**src/sv/dhcp_request_classifier_assert.svh**
```systemverilog
// Assertion macros for the DHCP request classifier.
// Expects clk and rst_n in the scope of each use.
`ifndef DHCP_REQUEST_CLASSIFIER_ASSERT_SVH
`define DHCP_REQUEST_CLASSIFIER_ASSERT_SVH

// same-cycle implication, off during reset
`define DRC_ASSERT_IMPL(lbl, ante, cons, msg) \
    lbl: assert property (@(posedge clk) disable iff (!rst_n) (ante) |-> (cons)) \
        else $error(msg);

// next-cycle implication, off during reset
`define DRC_ASSERT_NEXT(lbl, ante, cons, msg) \
    lbl: assert property (@(posedge clk) disable iff (!rst_n) (ante) |=> (cons)) \
        else $error(msg);

`endif

```
**src/sv/dhcprc_pkg.sv**
```systemverilog
// Shared types and constants for the DHCP request classifier.
// No dependencies.
package dhcprc_pkg;

    localparam int OPTIONS_START = 240;
    localparam int TYPE_OFFSET   = 2;

    localparam logic [7:0] OPT_SERVER_ID = 8'd54;
    localparam logic [7:0] OPT_REQ_ADDR  = 8'd50;
    localparam logic [7:0] OPT_END       = 8'hff;

    localparam logic [7:0] MSG_DISCOVER = 8'd1;
    localparam logic [7:0] MSG_REQUEST  = 8'd3;

    localparam logic [15:0] POOL_START     = 16'h0164;
    localparam logic [15:0] POOL_SKIP_LOW  = 16'd101;
    localparam logic [15:0] POOL_SKIP_HIGH = 16'h0200;

    localparam logic [31:0] SERVER_ADDR_RESET = 32'd3232236040;
    localparam logic [15:0] POOL_PREFIX_RESET = 16'd49320;

    // register index, taken from paddr[2]
    localparam logic REG_SERVER_ADDR = 1'b0;
    localparam logic REG_POOL_PREFIX = 1'b1;

    typedef enum logic [1:0] {
        REPLY_NONE  = 2'd0,
        REPLY_OFFER = 2'd1,
        REPLY_ACK   = 2'd2,
        REPLY_NAK   = 2'd3
    } reply_kind_t;

endpackage

```
**src/sv/dhcp_request_classifier.sv**
```systemverilog
// DHCP request classifier: option walk, server-id / requested-address capture, reply decision.
// Depends on dhcprc_pkg and dhcp_request_classifier_assert.svh.
//
// Packet bytes enter on the s_ stream, one request per byte, with s_tlast on the final byte;
// the block takes one byte every cycle unless a waiting decision holds it. Each byte is held in
// an input register, then a single pass of compare and counter logic updates the option walk
// and, on the final byte, writes one decision into the result register, which drives the
// m_ stream. Every packet gives exactly one decision request, also when the kind is no
// reply. A decision not yet taken stalls the byte stream after the input register fills.
// Bytes beyond MAX_PKT_BYTES only count for their tlast mark.
module dhcp_request_classifier #(
    parameter int MAX_PKT_BYTES = 515
) (
    input  logic        clk,
    input  logic        rst_n,
    // APB configuration
    input  logic        psel,
    input  logic        penable,
    input  logic        pwrite,
    input  logic [2:0]  paddr,
    input  logic [31:0] pwdata,
    output logic [31:0] prdata,
    output logic        pready,
    // packet bytes
    input  logic        s_tvalid,
    output logic        s_tready,
    input  logic [7:0]  s_tdata,   // [7:0] pkt_byte
    input  logic        s_tlast,   // pkt_last
    // decisions
    output logic        m_tvalid,
    input  logic        m_tready,
    output logic [39:0] m_tdata    // [1:0] reply_kind, [33:2] your_addr, [39:34] zero
);

    localparam int BW = $clog2(MAX_PKT_BYTES + 1);
    localparam int AW = BW + 1;
    localparam logic [BW-1:0] POS_SAT   = {BW{1'b1}};
    localparam logic [BW-1:0] MAX_POS   = BW'(MAX_PKT_BYTES);
    localparam logic [BW-1:0] TYPE_POS  =
        BW'(dhcprc_pkg::OPTIONS_START + dhcprc_pkg::TYPE_OFFSET);
    localparam logic [BW-1:0] START_POS = BW'(dhcprc_pkg::OPTIONS_START);

    // configuration
    logic [31:0] server_addr_reg;
    logic [15:0] pool_prefix_reg;

    // input stage
    logic        in_valid_reg;
    logic [7:0]  in_byte_reg;
    logic        in_last_reg;

    // packet state
    logic [BW-1:0] byte_pos_reg, byte_pos_next;
    logic [7:0]    msg_type_reg, msg_type_next;
    logic [BW-1:0] next_opt_pos_reg, next_opt_pos_next;
    logic          walk_done_reg, walk_done_next;
    logic          len_next_reg, len_next_next;
    logic          srv_found_reg, srv_found_next;
    logic [AW-1:0] srv_at_reg, srv_at_next;
    logic [31:0]   srv_value_reg, srv_value_next;
    logic          req_found_reg, req_found_next;
    logic [AW-1:0] req_at_reg, req_at_next;
    logic [31:0]   req_value_reg, req_value_next;
    logic [15:0]   pool_next_reg, pool_next_next;

    // result stage
    logic                    out_valid_reg, out_valid_next;
    dhcprc_pkg::reply_kind_t out_kind_reg, out_kind_next;
    logic [31:0]             out_addr_reg, out_addr_next;

    logic          advance;
    logic          step;
    logic          cfg_write;
    logic [AW-1:0] p_ext;
    logic [AW-1:0] opt_end_pos;
    logic          srv_ok;
    logic          req_ok;
    logic [31:0]   offer;
    logic [15:0]   pool_inc;
    logic [15:0]   pool_skip1;
    logic [15:0]   pool_skip2;

    assign pready    = 1'b1;
    assign cfg_write = psel & penable & pwrite & pready;

    always_comb
    begin
        case (paddr[2])
            dhcprc_pkg::REG_SERVER_ADDR: prdata = server_addr_reg;
            dhcprc_pkg::REG_POOL_PREFIX: prdata = {16'd0, pool_prefix_reg};
            default:                     prdata = 32'd0;
        endcase
    end

    always_ff @(posedge clk or negedge rst_n)
    begin
        if (!rst_n)
        begin
            server_addr_reg <= dhcprc_pkg::SERVER_ADDR_RESET;
            pool_prefix_reg <= dhcprc_pkg::POOL_PREFIX_RESET;
        end
        else if (cfg_write)
        begin
            if (paddr[2] == dhcprc_pkg::REG_SERVER_ADDR)
                server_addr_reg <= pwdata;
            else
                pool_prefix_reg <= pwdata[15:0];
        end
    end

    assign advance  = !out_valid_reg || m_tready;
    assign step     = in_valid_reg && advance;
    assign s_tready = !in_valid_reg || advance;

    always_ff @(posedge clk or negedge rst_n)
    begin
        if (!rst_n)
            in_valid_reg <= 1'b0;
        else if (s_tready)
            in_valid_reg <= s_tvalid;
    end

    always_ff @(posedge clk)
    begin
        if (s_tvalid && s_tready)
        begin
            in_byte_reg <= s_tdata;
            in_last_reg <= s_tlast;
        end
    end

    // pool advance with skips over hosts .255 to .99 and over 255.x and 0.x subnets
    assign pool_inc   = pool_next_reg + 16'd1;
    assign pool_skip1 = (pool_inc[7:0] == 8'hff) ? pool_inc + dhcprc_pkg::POOL_SKIP_LOW
                                                 : pool_inc;
    assign pool_skip2 = (pool_skip1[15:8] == 8'hff) ? pool_skip1 + dhcprc_pkg::POOL_SKIP_HIGH
                                                    : pool_skip1;

    assign p_ext       = {1'b0, byte_pos_reg};
    assign opt_end_pos = p_ext + AW'(1) + AW'(in_byte_reg);
    assign offer       = {pool_prefix_reg, pool_next_reg};

    always_comb
    begin
        byte_pos_next     = byte_pos_reg;
        msg_type_next     = msg_type_reg;
        next_opt_pos_next = next_opt_pos_reg;
        walk_done_next    = walk_done_reg;
        len_next_next     = len_next_reg;
        srv_found_next    = srv_found_reg;
        srv_at_next       = srv_at_reg;
        srv_value_next    = srv_value_reg;
        req_found_next    = req_found_reg;
        req_at_next       = req_at_reg;
        req_value_next    = req_value_reg;
        pool_next_next    = pool_next_reg;
        out_kind_next     = out_kind_reg;
        out_addr_next     = out_addr_reg;
        out_valid_next    = m_tready ? 1'b0 : out_valid_reg;
        srv_ok            = 1'b0;
        req_ok            = 1'b0;

        if (step)
        begin
            if (byte_pos_reg < MAX_POS)
            begin
                if (byte_pos_reg == TYPE_POS)
                    msg_type_next = in_byte_reg;

                if (srv_found_reg && p_ext >= srv_at_reg && p_ext < srv_at_reg + AW'(4))
                    srv_value_next = {srv_value_reg[23:0], in_byte_reg};
                if (req_found_reg && p_ext >= req_at_reg && p_ext < req_at_reg + AW'(4))
                    req_value_next = {req_value_reg[23:0], in_byte_reg};

                if (!walk_done_reg)
                begin
                    if (len_next_reg)
                    begin
                        next_opt_pos_next = (opt_end_pos > {1'b0, POS_SAT}) ? POS_SAT
                                                                           : opt_end_pos[BW-1:0];
                        len_next_next = 1'b0;
                    end
                    else if (byte_pos_reg == next_opt_pos_reg)
                    begin
                        if (in_byte_reg == dhcprc_pkg::OPT_END)
                            walk_done_next = 1'b1;
                        else
                        begin
                            if (in_byte_reg == dhcprc_pkg::OPT_SERVER_ID && !srv_found_reg)
                            begin
                                srv_found_next = 1'b1;
                                srv_at_next    = p_ext + AW'(2);
                            end
                            if (in_byte_reg == dhcprc_pkg::OPT_REQ_ADDR && !req_found_reg)
                            begin
                                req_found_next = 1'b1;
                                req_at_next    = p_ext + AW'(2);
                            end
                            len_next_next = 1'b1;
                        end
                    end
                end
                byte_pos_next = byte_pos_reg + BW'(1);
            end

            if (in_last_reg)
            begin
                // an option counts only once all four value bytes arrived
                srv_ok = srv_found_next && ({1'b0, byte_pos_next} >= srv_at_next + AW'(4));
                req_ok = req_found_next && ({1'b0, byte_pos_next} >= req_at_next + AW'(4));

                out_valid_next = 1'b1;
                out_kind_next  = dhcprc_pkg::REPLY_NONE;
                out_addr_next  = 32'd0;
                if (msg_type_next == dhcprc_pkg::MSG_DISCOVER)
                begin
                    out_kind_next = dhcprc_pkg::REPLY_OFFER;
                    out_addr_next = offer;
                end
                else if (msg_type_next == dhcprc_pkg::MSG_REQUEST)
                begin
                    if (srv_ok && srv_value_next != server_addr_reg)
                        out_kind_next = dhcprc_pkg::REPLY_NONE;
                    else if (req_ok && req_value_next == offer)
                    begin
                        out_kind_next  = dhcprc_pkg::REPLY_ACK;
                        out_addr_next  = offer;
                        pool_next_next = pool_skip2;
                    end
                    else
                        out_kind_next = dhcprc_pkg::REPLY_NAK;
                end

                byte_pos_next     = '0;
                msg_type_next     = 8'd0;
                next_opt_pos_next = START_POS;
                walk_done_next    = 1'b0;
                len_next_next     = 1'b0;
                srv_found_next    = 1'b0;
                srv_at_next       = '0;
                srv_value_next    = 32'd0;
                req_found_next    = 1'b0;
                req_at_next       = '0;
                req_value_next    = 32'd0;
            end
        end
    end

    always_ff @(posedge clk or negedge rst_n)
    begin
        if (!rst_n)
        begin
            byte_pos_reg     <= '0;
            msg_type_reg     <= 8'd0;
            next_opt_pos_reg <= START_POS;
            walk_done_reg    <= 1'b0;
            len_next_reg     <= 1'b0;
            srv_found_reg    <= 1'b0;
            srv_at_reg       <= '0;
            srv_value_reg    <= 32'd0;
            req_found_reg    <= 1'b0;
            req_at_reg       <= '0;
            req_value_reg    <= 32'd0;
            pool_next_reg    <= dhcprc_pkg::POOL_START;
            out_valid_reg    <= 1'b0;
        end
        else
        begin
            byte_pos_reg     <= byte_pos_next;
            msg_type_reg     <= msg_type_next;
            next_opt_pos_reg <= next_opt_pos_next;
            walk_done_reg    <= walk_done_next;
            len_next_reg     <= len_next_next;
            srv_found_reg    <= srv_found_next;
            srv_at_reg       <= srv_at_next;
            srv_value_reg    <= srv_value_next;
            req_found_reg    <= req_found_next;
            req_at_reg       <= req_at_next;
            req_value_reg    <= req_value_next;
            pool_next_reg    <= pool_next_next;
            out_valid_reg    <= out_valid_next;
        end
    end

    always_ff @(posedge clk)
    begin
        out_kind_reg <= out_kind_next;
        out_addr_reg <= out_addr_next;
    end

    assign m_tvalid = out_valid_reg;
    assign m_tdata  = {6'd0, out_addr_reg, out_kind_reg};

`include "dhcp_request_classifier_assert.svh"

    `DRC_ASSERT_NEXT(a_ack_moves_pool, step && in_last_reg && out_kind_next == dhcprc_pkg::REPLY_ACK, pool_next_reg != $past(pool_next_reg), "ack did not advance pool")
    `DRC_ASSERT_NEXT(a_last_clears, step && in_last_reg, byte_pos_reg == '0 && !srv_found_reg && !req_found_reg && !walk_done_reg, "packet state not cleared after last byte")
    `DRC_ASSERT_IMPL(a_no_addr, m_tvalid && (out_kind_reg == dhcprc_pkg::REPLY_NONE || out_kind_reg == dhcprc_pkg::REPLY_NAK), out_addr_reg == 32'd0, "address set on nak or no reply")
    `DRC_ASSERT_IMPL(a_pos_bound, 1'b1, byte_pos_reg <= MAX_POS, "byte position beyond packet limit")

endmodule
```
**config.mk**
```make
export PLATFORM = sky130hd
export DESIGN_NAME = dhcp_request_classifier
export DESIGN_NICKNAME = d
export VERILOG_FILES = /design/src/sv/dhcprc_pkg.sv /design/src/sv/dhcp_request_classifier.sv
export VERILOG_INCLUDE_DIRS = /design/src /design/src/sv
export SDC_FILE = /design/constraint.sdc
export NUM_CORES = 1
export LEC_CHECK = 0
export ABC_CLOCK_PERIOD_IN_PS = 6700
export BUFFER_PORTS_ARGS = -buffer_cell sky130_fd_sc_hd__buf_4
export CAP_MARGIN = 0
export CORE_ASPECT_RATIO = 0.9
export CORE_MARGIN = 10
export CORE_UTILIZATION = 35
export CTS_CLUSTER_SIZE = 12
export DETAILED_ROUTE_END_ITERATION = 10
export HOLD_SLACK_MARGIN = 0.12
export SLEW_MARGIN = 10
export SYNTH_ARGS = -nofsm -noshare
export SYNTH_HDL_FRONTEND = slang
export SYNTH_SLANG_ARGS = --single-unit
```
**constraint.sdc**
```tcl
create_clock -name clk -period 6.7 [get_ports clk]
set_input_delay 1.34 -clock clk [delete_from_list [all_inputs] [get_ports clk]]
set_output_delay 1.34 -clock clk [all_outputs]
set_load 0.05 [all_outputs]
```
==> results of run 1 <==
## synth_stat cells, types with 32 or more instances
cell	number	area, µm²
a21oi_1	41	205
a22o_1	81	709
and2_1	39	244
clkbuf_1	68	255
dfrtp_1	164	4100
edfxtp_1	43	1290
ha_1	74	926
inv_1	73	274
mux2_2	66	743
nand2_1	79	297
nand2b_1	42	263
nand3_1	42	210
nand4_1	36	225
nor2_1	59	221
nor2b_1	32	200
o21ai_0	61	305
o22ai_1	32	200
xnor2_1	105	920
xor2_1	42	368
## worst min-delay path by stage
stage                        start             endpoint  slack (ns)  cells past startpoint
3_5_place_dp       msg_type_reg[0]      msg_type_reg[0]        0.49                      1
5_1_grt          req_value_reg[31]    req_value_reg[31]        0.51                      1
6_report       next_opt_pos_reg[8]  next_opt_pos_reg[8]        0.51                      2
4_1_cts          req_value_reg[31]    req_value_reg[31]        0.51                      1
2_1_floorplan    req_value_reg[31]    req_value_reg[31]        0.47                      1
3_3_place_gp   next_opt_pos_reg[8]  next_opt_pos_reg[8]        0.48                      2
## area by class of cell
type,count,area (µm²),area share
clock inverters,9,100,0.00587
multi-input cells,1093,8130,0.477
diodes,1,2.50,0.000147
well taps,547,684,0.0401
repair buffers,155,1170,0.0686
inverters,74,278,0.0163
flip-flops and latches,227,5920,0.347
clock buffers,39,772,0.0453
## stage by stage
step	area (µm²)	utilization	power (mW)	hold slack [ns]	setup slack, ns
finish	17100	0.409	4.29	0.507	0.586
global route	17100	0.409	4.48	0.513	0.0642
CTS	17000	0.409	4.31	0.506	0.531
detailed placement	16200	0.388	2.82	0.493	0.579
global placement	16200	0.388	2.81	0.484	0.661
floorplan	14700	-	2.41	0.466	1.51
## kinds of logic (layout without fill, tap and decap cells)
family,Yosys count,after routing,share of synthesized area
xor+xnor,147,147,0.0876
mux,88,88,0.0656
simple gates,433,433,0.162
compound gates,343,343,0.170
flops,227,227,0.403
other cells,2,8,0.000511
fa+ha+maj,75,75,0.0644
buf+inv,164,277,0.0470
## layout by cell type, fill, tap and decap left out, types with 8 or more instances in the layout
cell | netlist | layout
a21boi_0 | 8 | 8
a21o_1 | 14 | 14
a21oi_1 | 41 | 41
a22o_1 | 81 | 81
a22oi_1 | 10 | 10
a31oi_1 | 11 | 11
and2_1 | 39 | 39
buf_4 | 8 | 154
clkbuf_1 | 68 | 8
clkbuf_16 | 0 | 28
dfrtp_1 | 164 | 164
dfstp_2 | 20 | 20
edfxtp_1 | 43 | 43
ha_1 | 74 | 74
inv_1 | 73 | 73
mux2_2 | 66 | 66
mux2i_1 | 22 | 22
nand2_1 | 79 | 79
nand2b_1 | 42 | 42
nand3_1 | 42 | 42
nand4_1 | 36 | 36
nor2_1 | 59 | 59
nor2b_1 | 32 | 32
nor3_1 | 30 | 30
nor4_1 | 17 | 17
o21ai_0 | 61 | 61
o22ai_1 | 32 | 32
or4_1 | 11 | 11
xnor2_1 | 105 | 105
xor2_1 | 42 | 42
## power by group
group	leakage, nW	total [mW]	internal [mW]	switching (mW)
Sequential	2.78	1.72	1.53	0.192
Clock	0.424	1.48	0.872	0.607
Combinational	4.00	1.09	0.417	0.673
## per-layer routing
layer / routed length, µm / vias up / global-route usage
met5: 0 / - / 0
met4: 997 / 0 / 0.0455
met3: 2800 / 66 / 0.0254
met2: 21000 / 429 / 0.278
met1: 21700 / 5969 / 0.249
li1: - / 5602 / -
## worst max-delay path, delay by kind of cell (launching register included)
family                     cells  cell delay [ns]
AOI/OAI and AO/OA              6             1.45
xor gates and xnor gates       1             0.17
adders and majority gates      3             0.75
buffers and inverters          2             0.34
DFF                            1             0.45
muxes                          2             0.29
and+or+nand+nor                9             2.52
==> flow_summary.toml, run 1 <==
[run_status]
outcome = "finished clean"

[floorplan]
die-area_um2 = 50600
rows = 71
die_w_um = 236
die_y_um = 214
pin_count = 126
core_area_um2 = 41700
start_util = 0.353

[grt]
grt_pass1_wl_um = 72200
antenna_found_initial = 0
grt_pass1_vias = 12200
grt_use_total = 0.177
grt_max_degree = 86
overflow = 0

[synth]
synth_area_per_cell_um2 = 9.94
synth_cell_types = 84
synthArstFlopShare = 0.811
yosysWarnings = 0
ys_ff_latch = 227
synth-edff-count = 43
ys_seq_area_frac = 0.403
syn_inst = 1479
synth_flop_cell = "dfrtp_1"
syn-cell-area_um2 = 14700

[sta]
period_needed_ns = 6.11
rsz0062_at_grt = "no"
post-route-period-util = 0.913
setup_tns_ns = 0
maxSlewViolCount = 0
hold_viol = 0
max_freq_mhz = 164
setup_viol = 0
tightest_slew_ns = 1.20
skew_ns = 0.0199
max_slew_margin = 0.201

[drt]
drt-total-wl_um = 46400
drt_first_pass_iters = 6
drc_errors = 0
ant_nets = 0
wl_per_cell_um = 21.6
drt_first_iter_violations = 1120
vias = 12100
viasPerCell = 5.63

[layout]
area_growth_pct = 16.1
finalNetCount = 1703
fillCellCount = 4030
final-instance-count-excl-fill = 2145
drive_gt1_frac = 0.187

[clock_tree]
cts_resized = 0
h-tree-depth = 1
insertion_delay_ns = 0.56
holdBufCountCts = 0
cts-buffers-inserted = 26
cts_sinks = 227
clockBufferDepth = 3
cts_tree = "built"
root_buffer = "clkbuf_16"
clk_pin_slew_ns = 0.06
cts_setup_buffers = 0

[power]
p_leak_nw = 7.21
p_per_area_nw_per_um2 = 252
ir_worst_vdd_mv = 0.162

[critical_path]
slowest_stage = "or4_4"
slowest_delay_ns = 0.62
cp-start-kind = "flip-flop"
cp.required_ns = 7.12
path_cells = "ha_1 > or4_4 > o31ai_4 > nand2b_1 > nor4_1 > nand2b_1 > buf_4 > mux2i_1 > inv_1 > ha_1 > nor2b_1 > nand2_1 > xnor2_1 > mux2i_1 > ha_1 > o21a_1 > o211a_1 > a221oi_2 > nor3_1 > o2111ai_1 > or4_4 > o21ai_4 > and2_1"
path_class = "reg2reg"
rrSetupSlack_ns = 0.59
path_common_cell = "ha_1"
worstReg2RegEnd = "out_addr_reg[19]"
path_max_fanout = 32
crit_start = "byte_pos_reg[0]"
cp-endpoint = "out_addr_reg[19]"
worstReg2RegStart = "byte_pos_reg[0]"
cp-end-kind = "flip-flop"
worstPathArrival_ns = 6.53
r2r_cells = 23

[placed_design]
io_buffers = 116
dp_cells = 2096
routabilityCongestion = 0.923
dpl.hpwl_um = 33800

[flow_run]
max_cap_violations = 0

[hold_path]
hp-class = "reg2reg"
Power figures use the tool's default switching activity.
==> run 2, diff against run 1 <==
--- a/config.mk
+++ b/config.mk
@@ -6,6 +6,7 @@
 export SDC_FILE = /design/constraint.sdc
 export NUM_CORES = 1
 export LEC_CHECK = 0
+export ABC_AREA = 1
 export ABC_CLOCK_PERIOD_IN_PS = 6700
 export BUFFER_PORTS_ARGS = -buffer_cell sky130_fd_sc_hd__buf_4
 export CAP_MARGIN = 0
==> run 2 against run 1 <==
  * Sequential share of layout area shrank 0.18 points
  * Synthesized cell count grew 39%
  * Clock power is essentially flat
  * Sequential cell count is the same
  * Routed wire length grew 1.5%
  * Clock skew shrank 0.0049 ns
  * Largest cell class unchanged
  * Final cell count grew 27%
  * Synthesized area grew 1.4%
  * Sequential power shrank 6%
  * Maximum frequency grew 5.3%
  * Non-clock buffer count shrank 24
  * Count of clock-buffer cells in the layout shrank 5
==> flow_summary.toml, run 2 <==
[critical_path]
slowest_stage = "dfrtp_1"
cp.required_ns = 7.15
worstPathArrival_ns = 6.26
cp-start-kind = "flip-flop"
slowest_delay_ns = 0.69
path_common_cell = "nand2_1"
path_max_fanout = 11
path_class = "reg2reg"
cp-end-kind = "flip-flop"

[clock_tree]
clockBufferDepth = 3
cts_resized = 0
insertion_delay_ns = 0.57
clk_pin_slew_ns = 0.06
cts_tree = "built"
root_buffer = "clkbuf_16"
cts_setup_buffers = 0
cts_sinks = 227
holdBufCountCts = 0
h-tree-depth = 1
cts-buffers-inserted = 28

[synth]
synth.top_cell.area_share = 0.276
synth_flop_cell = "dfrtp_1"
synthArstFlopShare = 0.811
synth-edff-count = 43
synth_area_per_cell_um2 = 7.24
synth_cell_types = 49
ys_seq_area_frac = 0.398
syn_inst = 2056
ys_ff_latch = 227
syn-cell-area_um2 = 14900
synth.largest_area_cell = "dfrtp_1"
synth.area.top_cells = "dfrtp_1 28%, nand2_1 15%, edfxtp_1 8.7%, inv_1 7.5%, ha_1 6.2%"
synth_commonest_cells = "583 x nand2_1, 298 x inv_1, 176 x nor2_1, 164 x dfrtp_1, 133 x nand3_1"
yosysWarnings = 0
yosysMostFrequentCell = "nand2_1"

[grt]
overflow = 0
grt_pass1_wl_um = 75500
grt_use_total = 0.181
grt_pass1_vias = 13700
antenna_found_initial = 0
grt_max_degree = 75

[sta]
hold_viol = 0
maxSlewViolCount = 0
post-route-period-util = 0.867
period_needed_ns = 5.81
rsz0062_at_grt = "no"
max_slew_margin = 0.261
setup_tns_ns = 0
max_freq_mhz = 172
tightest_slew_ns = 1.10
skew_ns = 0.0150
setup_viol = 0

[hold_path]
hp-class = "reg2reg"

[power]
ir_worst_vdd_mv = 0.198
p_total_mw = 4.00
p_leak_nw = 8.60
p_per_area_nw_per_um2 = 233

[floorplan]
die_y_um = 216
core_area_um2 = 41900
start_util = 0.355
pin_count = 126
rows = 71
die_w_um = 237
die-area_um2 = 51200

[layout]
final_common_cell = "nand2_1"
fin_area_um2 = 17100
final_cell_mix = "581 x nand2_1, 297 x inv_1, 175 x nor2_1, 164 x dfrtp_1, 133 x nand3_1"
fillCellCount = 4353
diodes = 0
drive_gt1_frac = 0.101
regArea_um2 = 5920
finalNetCount = 2275
multi_input_area_um2 = 7520
area_growth_pct = 15.1
final_core_util = 0.409

[placed_design]
dpl.hpwl_um = 34700
place_area_um2 = 16300
io_buffers = 116
routabilityCongestion = 0.925

[drt]
drc_errors = 0
drt-total-wl_um = 47100
drt_first_pass_iters = 8
viasPerCell = 5.17
ant_nets = 0
drt_first_iter_violations = 1353
wl_per_cell_um = 17.3
vias = 14000

[run_status]
outcome = "finished clean"

[flow_run]
max_cap_violations = 0
## run 2: cell types whose count changed in the layout (fill, tap and decap cells not counted), moves of 40 or more
cell      delta
a22o_1      -81
inv_1      +224
mux2_2      -66
nand2_1    +502
nand2b_1    -41
nand3_1     +91
nand4_1     +40
nor2_1     +116
o21ai_0     +49
o22ai_1     +69
xnor2_1     -98
## run 2: kinds of logic after synthesis
family          after synthesis  share of synthesized area
other cells                   2                   0.000504
fa+ha+maj                    75                     0.0635
compound gates              296                      0.112
simple gates               1019                      0.292
flops                       227                      0.398
buf+inv                     378                     0.0999
xor+xnor                     59                     0.0347
## run 2: final cells by class
class,count,share of cell area
clock buffers,34,0.0428
clock inverters,18,0.00883
inverters,305,0.0670
multi-input cells,1456,0.439
flip-flops and latches,227,0.345
well taps,547,0.0399
repair buffers,131,0.0577
## run 2: worst paths after layout
path | startpoint | endpoint | slack, ns | cells after the start
setup reg to reg | byte_pos_reg[1] | pool_next_reg[13] | 0.89 | 34
max in group asynchronous | rst_n | srv_at_reg[0] | 4.60 | 2
hold reg to reg | req_value_reg[27] | req_value_reg[27] | 0.49 | 2
setup / recovery | byte_pos_reg[1] | pool_next_reg[13] | 0.89 | 34
min in group asynchronous | rst_n | pool_prefix_reg[1] | 0.79 | 1
hold / removal | req_value_reg[27] | req_value_reg[27] | 0.49 | 2
## run 2: per-stage QoR
step / std cells / hold slack (ns) / worst slack [ns]
global route: 2718 / 0.520 / 0.142
detailed placement: 2666 / 0.475 / 0.918
CTS: 2718 / 0.492 / 0.880
global placement: 2666 / 0.469 / 1.01
floorplan: 2061 / 0.449 / 2.35
finish: 2718 / 0.494 / 0.891
## run 2: worst max-delay path, delay by kind of cell (launching register included)
kind | cells | cell delay (ns)
buffers and inverters | 4 | 0.79
flip-flops | 1 | 0.69
AO/OA/AOI/OAI | 3 | 0.53
XOR/XNOR | 1 | 0.13
AND/OR/NAND/NOR | 24 | 3.06
adder cells (fa/ha/maj) | 2 | 0.51
## run 2: report_power, final
| part | switching, mW | internal (mW) |
|---|---|---|
| combinational | 0.631 | 0.262 |
| sequential | 0.106 | 1.52 |
| clock | 0.634 | 0.855 |
## run 2: layer usage
layer	wire length [µm]	part of all wire	global-route usage
met1	22700	0.48	0.259
met2	20400	0.43	0.276
met3	2990	0.063	0.0320
met4	949	0.020	0.0406
met5	0	0	0
==> run 3, diff against run 2 <==
--- a/config.mk
+++ b/config.mk
@@ -16,6 +16,7 @@
 export CTS_CLUSTER_SIZE = 12
 export DETAILED_ROUTE_END_ITERATION = 10
 export HOLD_SLACK_MARGIN = 0.12
+export REMOVE_ABC_BUFFERS = 1
 export SLEW_MARGIN = 10
 export SYNTH_ARGS = -nofsm -noshare
 export SYNTH_HDL_FRONTEND = slang
==> run 3 against run 2 <==
  * Count of clock-buffer cells in the layout rose by 8
  * Sequential cell count did not move
  * Non-clock buffer count up 4
  * Critical endpoint is now pool_next_reg[4]
  * Worst hold slack lost 0.0054 ns
  * Via count down 0.35%
  * Final cell count up 0.15%
  * Routed wire length down 2.2%
  * Combinational power grew 4.1%
  * Critical path type unchanged
  * First-iteration DRC count shrank 14%
  * Register-to-register slack got worse by 0.12 ns
==> flow_summary.toml, run 3 (synthesized netlist as in run 2, its figures left out) <==
[run_status]
outcome = "finished clean"

[power]
p_leak_nw = 8.62
p_per_area_nw_per_um2 = 232
ir_worst_vdd_mv = 0.212
p_total_mw = 3.97

[critical_path]
path_class = "reg2reg"
cp-start-kind = "flip-flop"
path_common_cell = "nand2_1"
worstReg2RegEnd = "pool_next_reg[4]"
slowest_delay_ns = 0.47
cp.required_ns = 7.19
r2r_cells = 36
path_max_fanout = 24
rrSetupSlack_ns = 0.78
slowest_stage = "nand3_1"
worstPathArrival_ns = 6.42
worstReg2RegStart = "byte_pos_reg[1]"
cp-end-kind = "flip-flop"

[grt]
antenna_found_initial = 0
grt_pass1_vias = 13300
grt_pass1_wl_um = 73300
grt_max_degree = 103
overflow = 0
grt_use_total = 0.176

[drt]
drc_errors = 0
drt-total-wl_um = 46100
ant_nets = 0
drt_first_pass_iters = 6
wl_per_cell_um = 16.9
vias = 14000
highest_layer = "met4"
wirelength_met1_um = 22200
drt_first_iter_violations = 1160
viasPerCell = 5.14
route.met3.wl_um = 3100
dr_wl_met2_um = 19800

[layout]
diodes = 0
drive_gt1_frac = 0.103
fillCellCount = 4340
multi_input_area_um2 = 7520
area_growth_pct = 15.2
regArea_um2 = 5920
final_cell_mix = "581 x nand2_1, 297 x inv_1, 175 x nor2_1, 164 x dfrtp_1, 134 x buf_4"
fin_area_um2 = 17200
finalNetCount = 2279
final_common_cell = "nand2_1"

[placed_design]
place_area_um2 = 16300
routabilityCongestion = 0.899
dpl.hpwl_um = 33800
io_buffers = 116

[clock_tree]
cts-buffers-inserted = 28
cts_tree = "built"
holdBufCountCts = 0
clk_pin_slew_ns = 0.06
root_buffer = "clkbuf_16"
clockBufferDepth = 3
cts_setup_buffers = 0
h-tree-depth = 1
insertion_delay_ns = 0.57
cts_sinks = 227
cts_resized = 0

[floorplan]
rows = 71
die_w_um = 237
core_area_um2 = 41900
die_y_um = 216
pin_count = 126
die-area_um2 = 51200
start_util = 0.355

[sta]
max_slew_margin = 0.231
hold_slack_ns = 0.489
tightest_slew_ns = 1.15
maxSlewViolCount = 0
max_freq_mhz = 169
skew_ns = 0.0310
setup_tns_ns = 0
period_needed_ns = 5.92
post-route-period-util = 0.884
rsz0062_at_grt = "no"
setup_viol = 0
hold_viol = 0

[hold_path]
hold_depth = 2
hp-class = "reg2reg"
min_delay_worst_endpoint = "req_value_reg[27]"
hp-start = "req_value_reg[27]"

[flow_run]
max_cap_violations = 0
run 3: routing by layer:
layer / track usage / vias up
met1: 0.254 / 6563
met4: 0.0412 / 0
met3: 0.0292 / 62
li1: - / 6920
met2: 0.267 / 445
met5: 0 / -
run 3: worst max-delay path by stage:
stage	start	endpoint	slack, ns	depth (start not counted)
3_5_place_dp	byte_pos_reg[1]	pool_next_reg[9]	0.87	35
3_3_place_gp	byte_pos_reg[1]	out_addr_reg[19]	0.97	36
6_report	byte_pos_reg[1]	pool_next_reg[4]	0.78	36
5_1_grt	byte_pos_reg[1]	pool_next_reg[5]	0.17	36
2_1_floorplan	m_tready	byte_pos_reg[8]	0.91	6
4_1_cts	byte_pos_reg[1]	pool_next_reg[4]	0.83	36
run 3: cell type report:
cell class / instances / area share
inverters: 305 / 0.0669
clock inverters: 10 / 0.00423
clock buffers: 42 / 0.0462
multi-input cells: 1456 / 0.438
flip-flops and latches: 227 / 0.345
well taps: 547 / 0.0399
repair buffers: 135 / 0.0594
run 3: worst max-delay path: cells and delay by family, from the launching register on:
kind                       cells  cell delay (ns)
and+or+nand+nor               27             3.70
xor gates and xnor gates       1             0.13
buffers and inverters          3             0.70
DFF                            1             0.37
adders and majority gates      3             0.71
AOI/OAI and AO/OA              2             0.23
run 3: power by group:
group / switching, mW / total (mW) / internal [mW]
Clock: 0.627 / 1.45 / 0.819
Sequential: 0.0825 / 1.60 / 1.52
Combinational: 0.662 / 0.929 / 0.267
run 3: stage by stage:
step | cells | worst slack (ns) | utilization
after floorplan | 1988 | 0.909 | -
after global placement | 2670 | 0.967 | 0.389
after detailed placement | 2670 | 0.867 | 0.389
after CTS | 2722 | 0.832 | 0.409
after global routing | 2722 | 0.170 | 0.409
final | 2722 | 0.776 | 0.409
